--- config.mk ---
export PLATFORM = sky130hd
export DESIGN_NAME = base64_tolerant_decoder
export DESIGN_NICKNAME = d
export VERILOG_FILES = /design/src/sv/b64d_pkg.sv /design/src/sv/b64d_front.sv /design/src/sv/b64d_queue.sv /design/src/sv/b64d_back.sv /design/src/sv/base64_tolerant_decoder.sv
export SDC_FILE = /design/constraint.sdc
export NUM_CORES = 1
export LEC_CHECK = 0
export BUFFER_PORTS_ARGS = -buffer_cell sky130_fd_sc_hd__buf_4
export CAP_MARGIN = 20
export CORE_MARGIN = 2
export CORE_UTILIZATION = 60
export DETAILED_ROUTE_END_ITERATION = 8
export PLACE_DENSITY_LB_ADDON = 0.12
export SYNTH_ARGS = -nofsm -noshare
export SYNTH_HDL_FRONTEND = slang
export SYNTH_SLANG_ARGS = --single-unit
--- constraint.sdc ---
create_clock -name clk -period 7 [get_ports clk]
set_input_delay 1.4 -clock clk [delete_from_list [all_inputs] [get_ports clk]]
set_output_delay 1.4 -clock clk [all_outputs]
set_load 0.1 [all_outputs]
--- src/sv/b64d_pkg.sv ---
`default_nettype none

package b64d_pkg;

	localparam logic        KIND_DATA     = 1'b0;
	localparam logic        KIND_STATUS   = 1'b1;
	localparam logic [7:0]  CHAR_PAD      = 8'h3D;
	localparam logic [7:0]  CHAR_CR       = 8'h0D;
	localparam logic [7:0]  CHAR_LF       = 8'h0A;
	localparam logic [7:0]  CHAR_SPACE    = 8'h20;
	localparam logic [7:0]  CHAR_TAB      = 8'h09;
	localparam logic [23:0] COUNT_OUT_MAX = 24'hFFFFFF;

	typedef struct packed {
		logic [7:0] in_byte;
		logic       end_of_text;
	} in_item_t;

	typedef struct packed {
		logic        kind;
		logic [7:0]  data_byte;
		logic        bad_char_seen;
		logic [23:0] decoded_count;
		logic        final_result;
	} out_item_t;

	typedef struct packed {
		logic [1:0]  ndata;
		logic [7:0]  b1;
		logic [7:0]  b2;
		logic [7:0]  b3;
		logic        status;
		logic        bad;
		logic [23:0] count;
	} job_t;

	function automatic logic [6:0] sextet_of(input logic [7:0] c);
		logic [7:0] d;
		d = 8'h00;
		if (c >= 8'h41 && c <= 8'h5A) begin
			d = c - 8'h41;
			return {1'b1, d[5:0]};
		end
		if (c >= 8'h61 && c <= 8'h7A) begin
			d = c - 8'h61 + 8'd26;
			return {1'b1, d[5:0]};
		end
		if (c >= 8'h30 && c <= 8'h39) begin
			d = c - 8'h30 + 8'd52;
			return {1'b1, d[5:0]};
		end
		if (c == 8'h2B) return {1'b1, 6'd62};
		if (c == 8'h2F) return {1'b1, 6'd63};
		return 7'd0;
	endfunction

	function automatic logic is_blank(input logic [7:0] c);
		return c == CHAR_CR || c == CHAR_LF || c == CHAR_SPACE || c == CHAR_TAB;
	endfunction

	function automatic logic [2:0] job_results(input job_t j);
		return {1'b0, j.ndata} + {2'b00, j.status};
	endfunction

endpackage

`default_nettype wire

--- src/sv/b64d_front.sv ---
`default_nettype none

module b64d_front
	import b64d_pkg::*;
#(
	parameter int COUNT_BITS = 24
) (
	input  wire logic     clk,
	input  wire logic     arst_n,
	input  wire in_item_t text,
	input  wire logic     push,
	output logic          full,
	output job_t          job,
	output logic          job_push,
	input  wire logic     queue_full
);

	localparam int CW = (COUNT_BITS > 24) ? COUNT_BITS : 24;

	logic [5:0]            store_q [3];
	logic [2:0]            pads_q;
	logic [1:0]            slots_q;
	logic                  err_q;
	logic                  stop_q;
	logic [COUNT_BITS-1:0] cnt_q;

	logic                  acc;
	logic [6:0]            sx;
	logic                  is_pad;
	logic [5:0]            v;
	logic [3:0]            pads;
	logic                  take;
	logic                  close_grp;
	logic [1:0]            ndata;
	logic                  stop_next;
	logic                  err_next;
	logic [COUNT_BITS:0]   sum;
	logic [COUNT_BITS-1:0] cnt_next;
	logic [CW-1:0]         cnt_wide;

	assign full = queue_full;
	assign acc  = push && !queue_full;

	assign sx        = sextet_of(text.in_byte);
	assign is_pad    = text.in_byte == CHAR_PAD;
	assign v         = is_pad ? 6'd0 : sx[5:0];
	assign take      = !stop_q && (sx[6] || is_pad);
	assign close_grp = take && slots_q == 2'd3;
	assign pads      = {is_pad, pads_q};

	always_comb begin
		ndata     = 2'd0;
		stop_next = stop_q;
		if (close_grp) begin
			stop_next = 1'b1;
			case (pads)
				4'b0000: begin
					ndata     = 2'd3;
					stop_next = 1'b0;
				end
				4'b1000: ndata = 2'd2;
				4'b1100: ndata = 2'd1;
				default: ndata = 2'd0;
			endcase
		end
	end

	assign err_next = err_q || (!stop_q && !sx[6] && !is_pad && !is_blank(text.in_byte));

	assign sum      = {1'b0, cnt_q} + (COUNT_BITS + 1)'(ndata);
	assign cnt_next = sum[COUNT_BITS] ? '1 : sum[COUNT_BITS-1:0];
	assign cnt_wide = CW'(cnt_next);

	always_comb begin
		job.ndata  = ndata;
		job.b1     = {store_q[0], store_q[1][5:4]};
		job.b2     = {store_q[1][3:0], store_q[2][5:2]};
		job.b3     = {store_q[2][1:0], v};
		job.status = text.end_of_text;
		job.bad    = err_next;
		job.count  = (cnt_wide > CW'(COUNT_OUT_MAX)) ? COUNT_OUT_MAX : cnt_wide[23:0];
	end

	assign job_push = acc && (ndata != 2'd0 || text.end_of_text);

	always_ff @(posedge clk) begin
		if (acc && take && slots_q != 2'd3) begin
			store_q[slots_q] <= v;
		end
	end

	always_ff @(posedge clk or negedge arst_n) begin
		if (!arst_n) begin
			pads_q  <= '0;
			slots_q <= '0;
			err_q   <= 1'b0;
			stop_q  <= 1'b0;
			cnt_q   <= '0;
		end else if (acc) begin
			if (text.end_of_text) begin
				pads_q  <= '0;
				slots_q <= '0;
				err_q   <= 1'b0;
				stop_q  <= 1'b0;
				cnt_q   <= '0;
			end else begin
				err_q  <= err_next;
				stop_q <= stop_next;
				cnt_q  <= cnt_next;
				if (close_grp) begin
					pads_q  <= '0;
					slots_q <= '0;
				end else if (take) begin
					pads_q  <= pads_q | (is_pad ? (3'b001 << slots_q) : 3'b000);
					slots_q <= slots_q + 2'd1;
				end
			end
		end
	end

	a_clear_on_end: assert property (@(posedge clk) disable iff (!arst_n)
		acc && text.end_of_text |=> slots_q == 2'd0 && !stop_q && !err_q && cnt_q == '0)
		else $error("state not cleared after end of text");

	a_stop_sticky: assert property (@(posedge clk) disable iff (!arst_n)
		stop_q && !(acc && text.end_of_text) |=> stop_q && $stable(err_q))
		else $error("stopped decoder changed state");

endmodule

`default_nettype wire

--- src/sv/b64d_queue.sv ---
`default_nettype none

module b64d_queue
	import b64d_pkg::*;
#(
	parameter int DEPTH = 4
) (
	input  wire logic clk,
	input  wire logic arst_n,
	input  wire job_t wr_job,
	input  wire logic wr_en,
	output logic      q_full,
	output job_t      rd_job,
	output logic      q_nempty,
	input  wire logic rd_en
);

	localparam int PW = $clog2(DEPTH);
	localparam int NW = $clog2(DEPTH + 1);

	job_t          mem_q [DEPTH];
	logic [PW-1:0] wr_ptr_q;
	logic [PW-1:0] rd_ptr_q;
	logic [NW-1:0] cnt_q;
	logic          do_wr;
	logic          do_rd;

	assign q_full   = cnt_q == NW'(DEPTH);
	assign q_nempty = cnt_q != '0;
	assign rd_job   = mem_q[rd_ptr_q];
	assign do_wr    = wr_en && !q_full;
	assign do_rd    = rd_en && q_nempty;

	always_ff @(posedge clk) begin
		if (do_wr) begin
			mem_q[wr_ptr_q] <= wr_job;
		end
	end

	always_ff @(posedge clk or negedge arst_n) begin
		if (!arst_n) begin
			wr_ptr_q <= '0;
			rd_ptr_q <= '0;
			cnt_q    <= '0;
		end else begin
			if (do_wr) begin
				wr_ptr_q <= (wr_ptr_q == PW'(DEPTH - 1)) ? '0 : wr_ptr_q + PW'(1);
			end
			if (do_rd) begin
				rd_ptr_q <= (rd_ptr_q == PW'(DEPTH - 1)) ? '0 : rd_ptr_q + PW'(1);
			end
			cnt_q <= cnt_q + NW'(do_wr) - NW'(do_rd);
		end
	end

	a_no_overflow: assert property (@(posedge clk) disable iff (!arst_n)
		!(wr_en && q_full) && cnt_q <= NW'(DEPTH))
		else $error("job queue overflow");

endmodule

`default_nettype wire

--- src/sv/b64d_back.sv ---
`default_nettype none

module b64d_back
	import b64d_pkg::*;
(
	input  wire logic clk,
	input  wire logic arst_n,
	input  wire job_t head,
	input  wire logic head_valid,
	output logic      head_pop,
	output out_item_t result,
	output logic      empty,
	input  wire logic pop
);

	job_t       cur_q;
	logic       cur_v_q;
	logic [2:0] idx_q;
	logic [2:0] nres;
	logic       last_res;
	logic       take_res;
	logic       load;

	assign nres     = job_results(cur_q);
	assign last_res = idx_q == nres - 3'd1;
	assign empty    = !cur_v_q;
	assign take_res = pop && cur_v_q;
	assign load     = !cur_v_q || (take_res && last_res);
	assign head_pop = load && head_valid;

	always_comb begin
		result.final_result = last_res;
		if (cur_q.status && last_res) begin
			result.kind          = KIND_STATUS;
			result.data_byte     = 8'h00;
			result.bad_char_seen = cur_q.bad;
			result.decoded_count = cur_q.count;
		end else begin
			result.kind          = KIND_DATA;
			result.bad_char_seen = 1'b0;
			result.decoded_count = 24'd0;
			case (idx_q)
				3'd0:    result.data_byte = cur_q.b1;
				3'd1:    result.data_byte = cur_q.b2;
				default: result.data_byte = cur_q.b3;
			endcase
		end
	end

	always_ff @(posedge clk) begin
		if (head_pop) begin
			cur_q <= head;
		end
	end

	always_ff @(posedge clk or negedge arst_n) begin
		if (!arst_n) begin
			cur_v_q <= 1'b0;
			idx_q   <= '0;
		end else if (load) begin
			cur_v_q <= head_valid;
			idx_q   <= '0;
		end else if (take_res) begin
			idx_q <= idx_q + 3'd1;
		end
	end

	a_idx_in_job: assert property (@(posedge clk) disable iff (!arst_n)
		cur_v_q |-> idx_q < nres)
		else $error("result index past end of job");

endmodule

`default_nettype wire

--- src/sv/base64_tolerant_decoder.sv ---
// channel  | handshake          | payload              | accepted when
// ---------+--------------------+----------------------+------------------
// input    | push / full        | text   (in_item_t)   | push && !full
// result   | empty / pop        | result (out_item_t)  | pop && !empty
//
// One text item is taken per cycle while the job queue has room.
// The result side hands out one item per cycle while pop is held; a full group
// gives three data items over four text items, so a steady stream is not
// slowed by the result port. Only result stalls or end-of-text items with up to
// four results fill the queue, and full then holds the input.
// A result reaches the ports through a queue write and then a job register load
// and may wait in the queue behind earlier jobs. Reset clears all control state.
// Either side may stall on its own; the queue holds up to QUEUE_DEPTH jobs.
`default_nettype none

module base64_tolerant_decoder
	import b64d_pkg::*;
#(
	parameter int COUNT_BITS  = 24,
	parameter int QUEUE_DEPTH = 4
) (
	input  wire logic     clk,
	input  wire logic     arst_n,
	input  wire in_item_t text,
	input  wire logic     push,
	output logic          full,
	output out_item_t     result,
	output logic          empty,
	input  wire logic     pop
);

	job_t fr_job;
	logic fr_push;
	logic q_full;
	job_t q_head;
	logic q_nempty;
	logic q_pop;

	b64d_front #(
		.COUNT_BITS(COUNT_BITS)
	) u_front (
		.clk       (clk),
		.arst_n    (arst_n),
		.text      (text),
		.push      (push),
		.full      (full),
		.job       (fr_job),
		.job_push  (fr_push),
		.queue_full(q_full)
	);

	b64d_queue #(
		.DEPTH(QUEUE_DEPTH)
	) u_queue (
		.clk     (clk),
		.arst_n  (arst_n),
		.wr_job  (fr_job),
		.wr_en   (fr_push),
		.q_full  (q_full),
		.rd_job  (q_head),
		.q_nempty(q_nempty),
		.rd_en   (q_pop)
	);

	b64d_back u_back (
		.clk       (clk),
		.arst_n    (arst_n),
		.head      (q_head),
		.head_valid(q_nempty),
		.head_pop  (q_pop),
		.result    (result),
		.empty     (empty),
		.pop       (pop)
	);

endmodule

`default_nettype wire
==> flow_summary.json <==
{
  "ys_warn_count": 0,
  "grt_overflow_total": 0,
  "synth_area_per_cell_um2": 16.8,
  "rsz0062_at_grt": "false",
  "antennaDiodeCount": 0,
  "ios": 50,
  "yosysMostFrequentCell": "edfxtp_1",
  "synthArstFlopShare_pct": 13.1,
  "stdcell_count": 1150,
  "worst-path-buf-inv": 4,
  "tns_ns": 0,
  "synth.net_count": 830,
  "crit_fanout": 30,
  "critPathTopFamily": "simple AND/OR/NAND/NOR gates",
  "synth.top_cells.by_count": "edfxtp_1 (278), mux4_2 (52), nand2_1 (44)",
  "drt-total-wl_um": 25400,
  "yosys.area.top_type": "edfxtp_1",
  "worstHoldPathType": "flop to flop",
  "grt_pass1_wl_um": 40200,
  "synthFlopType": "edfxtp_1",
  "insertion_delay_ns": 0.54,
  "cp.arrival_ns": 5.94,
  "syn_area_um2": 13200,
  "ctsResizeCount": 0,
  "multi_input_area_um2": 3600,
  "slew_viol_final": 0,
  "min_period_over_period_pct": 78.0,
  "powerDensity_nw_per_um2": 424,
  "rows": 54,
  "synth_area_leaders": "edfxtp_1 (63%), mux4_2 (8.8%), dfrtp_1 (7.9%), ha_1 (2.6%), and2_1 (1.8%)",
  "finalNetCount": 888,
  "critPathKind": "primary input to flop",
  "hold_viol": 0,
  "drive_gt1_share_pct": 20.9,
  "finalClockSkew_ns": 0.0102,
  "grt_use_total_pct": 22.1,
  "slowest_stage": "nor4bb_1",
  "synthCells": 788,
  "maxClockFrequency_ghz": 0.183,
  "synthDominantCellAreaShare_pct": 63.0,
  "first_pass_iters": 4,
  "vias": 6991,
  "synth_cell_types": 64,
  "die_w_um": 153,
  "slowest_delay_ns": 0.67,
  "cts_root_buffer": "clkbuf_16",
  "clockBufferDepth": 3,
  "fin_crit_ns": 5.46,
  "place_hpwl_um": 14800,
  "synth_xor_area_share_pct": 1.85,
  "portBuffers": 49,
  "hold_buffers": 0,
  "synth_compound_area_share_pct": 5.78,
  "leakagePower_nw": 5.36,
  "required_ns": 7.48,
  "antenna_found_initial": 0,
  "outcome": "completed",
  "maxCapViolCount": 0,
  "synth_edf_count": 278,
  "coreArea_um2": 21800,
  "initial_utilization_pct": 60.9,
  "maxSlewHeadroom_pct": 30.2,
  "cts_tree": "yes",
  "yosysSeqAreaShare_pct": 71.0,
  "synth-adder-area-share_pct": 2.85,
  "dieArea_um2": 23300,
  "synth_top_family_by_area": "multiplexers",
  "reg2reg_setup_slack_ns": 2.92,
  "dieHeight_um": 153,
  "gp_congestion": 0.856,
  "wl_per_cell_um": 22.1,
  "dp.cells": 1091,
  "seqCellArea_um2": 9400,
  "htreeDepth": 1,
  "worst_slew_pin_slew_ns": 1.05,
  "area_growth_pct": 12.8,
  "num-fill-cells": 1434,
  "irDropWorstVdd_mv": 0.258,
  "ant_nets": 0,
  "setup_violations": 0,
  "grt_max_degree": 55,
  "drtIter0Drc": 659,
  "grt_pass1_vias": 7260,
  "post_cts_buffers": 0,
  "drc_errors": 0,
  "start_kind": "primary input",
  "clk_pin_slew_ns": 0.06,
  "hold_ws_ns": 0.498,
  "synth_seq_cells": 320,
  "cp-end-kind": "flop",
  "muxShareOfSynthArea_pct": 9.27,
  "numCtsBuffers": 31,
  "synth-simple-area-share_pct": 7.22,
  "clock-sinks": 320,
  "viasPerCell": 6.08,
  "crit_chain": "buf_4 > inv_1 > ha_1 > a21oi_1 > a311oi_1 > a311oi_1 > buf_4 > o211ai_1 > nor4bb_1 > ha_1 > inv_1 > fa_1 > and4b_1 > nand3_1 > or3_4 > o21ai_0 > a22o_1"
}
## layer usage
metal	up-vias	global-route usage, %	routed length [um]	part of all wire [%]
li1	3156	-	-	-
met1	3561	32.6	11100	44
met2	238	36.0	12400	49
met3	36	3.33	1470	5.8
met4	0	4.45	388	1.5
met5	-	0	0	0
## flip-flops by register name, indices dropped and copies added (netlist names)
name / count
u_front.err_q: 1
u_front.cnt_q: 24
u_queue.mem_q: 208
u_queue.cnt_q: 3
u_front.slots_q: 2
u_queue.rd_ptr_q: 2
u_front.store_q: 18
u_back.idx_q: 3
u_back.cur_v_q: 1
u_front.pads_q: 3
u_queue.wr_ptr_q: 2
u_front.stop_q: 1
u_back.cur_q: 52
## logic make-up after synthesis
logic type / Yosys count
AO/OA/AOI/OAI: 111
multiplexers: 57
XOR/XNOR: 28
flip-flops: 320
AND/OR/NAND/NOR: 180
adder cells (fa/ha/maj): 29
buffers and inverters: 63
## cell usage in the layout (no fill, tap or decap), types with 8 or more instances in the layout
cell and count:
edfxtp_1 278, buf_4 59, mux4_2 52, nand2_1 44, dfrtp_1 40, nor2_1 36, and2_1 34, clkbuf_16 31
inv_1 28, ha_1 27, a21oi_1 25, xor2_1 15, o21ai_0 14, xnor2_1 13, a31oi_1 12, a22o_1 12
nor3_1 11, clkbuf_1 11, a211oi_1 10, nand3_1 10, a22oi_1 8, and3_1 8
## worst register-to-register path: stages (launching register included)
cell,delay (ns)
dfrtp_1,0.42
ha_1,0.24
o211ai_1,0.19
nor4bb_1,0.67
ha_1,0.33
inv_1,0.06
fa_1,0.41
and4b_1,0.36
nand3_1,0.23
or3_4,0.60
o21ai_0,0.29
a22o_1,0.21
## path summary, 6_finish.rpt
path	endpoint	start	cells after the start
worst max register to register	u_front.cnt_q[4]$_DFFE_PN0P_	u_front.slots_q[0]$_DFFE_PN0P_	11
min in group asynchronous	u_front.cnt_q[18]$_DFFE_PN0P_	arst_n	1
worst min register to register	u_queue.mem_q[1][32]$_DFFE_PP_	u_front.store_q[2][0]$_DFFE_PP_	0
max in group asynchronous	u_queue.rd_ptr_q[0]$_DFFE_PN0P_	arst_n	1
worst max-delay path	u_front.cnt_q[4]$_DFFE_PN0P_	text[3]	17
worst min-delay path	u_queue.mem_q[1][32]$_DFFE_PP_	u_front.store_q[2][0]$_DFFE_PP_	0
## through the flow
step	setup slack, ns	power [mW]	utilization (%)	instance area [um^2]
after floorplan	1.28	4.22	-	13200
after global placement	1.25	4.67	63.9	13900
after detailed placement	1.10	4.72	63.9	13900
after CTS	1.58	6.39	68.6	14900
after global routing	1.16	6.57	68.6	14900
final	1.54	6.32	68.6	14900
## power by group
group | internal (mW) | total [mW] | switching [mW] | leakage, nW
Clock | 0.995 | 1.66 | 0.668 | 0.500
Combinational | 0.623 | 2.08 | 1.45 | 1.79
Sequential | 2.45 | 2.59 | 0.131 | 3.07
Total | 4.07 | 6.32 | 2.25 | 5.36
## layout make-up
| type | instances | share of cell area (%) |
|---|---|---|
| Sequential cell | 320 | 63.0 |
| Timing Repair Buffer | 60 | 3.00 |
| Inverter | 28 | 0.704 |
| Clock inverter | 12 | 1.11 |
| Multi-Input combinational cell | 405 | 24.1 |
| Tap cell | 280 | 2.35 |
| Clock buffer | 45 | 5.75 |
No activity file was read; power rests on OpenSTA's default activity.
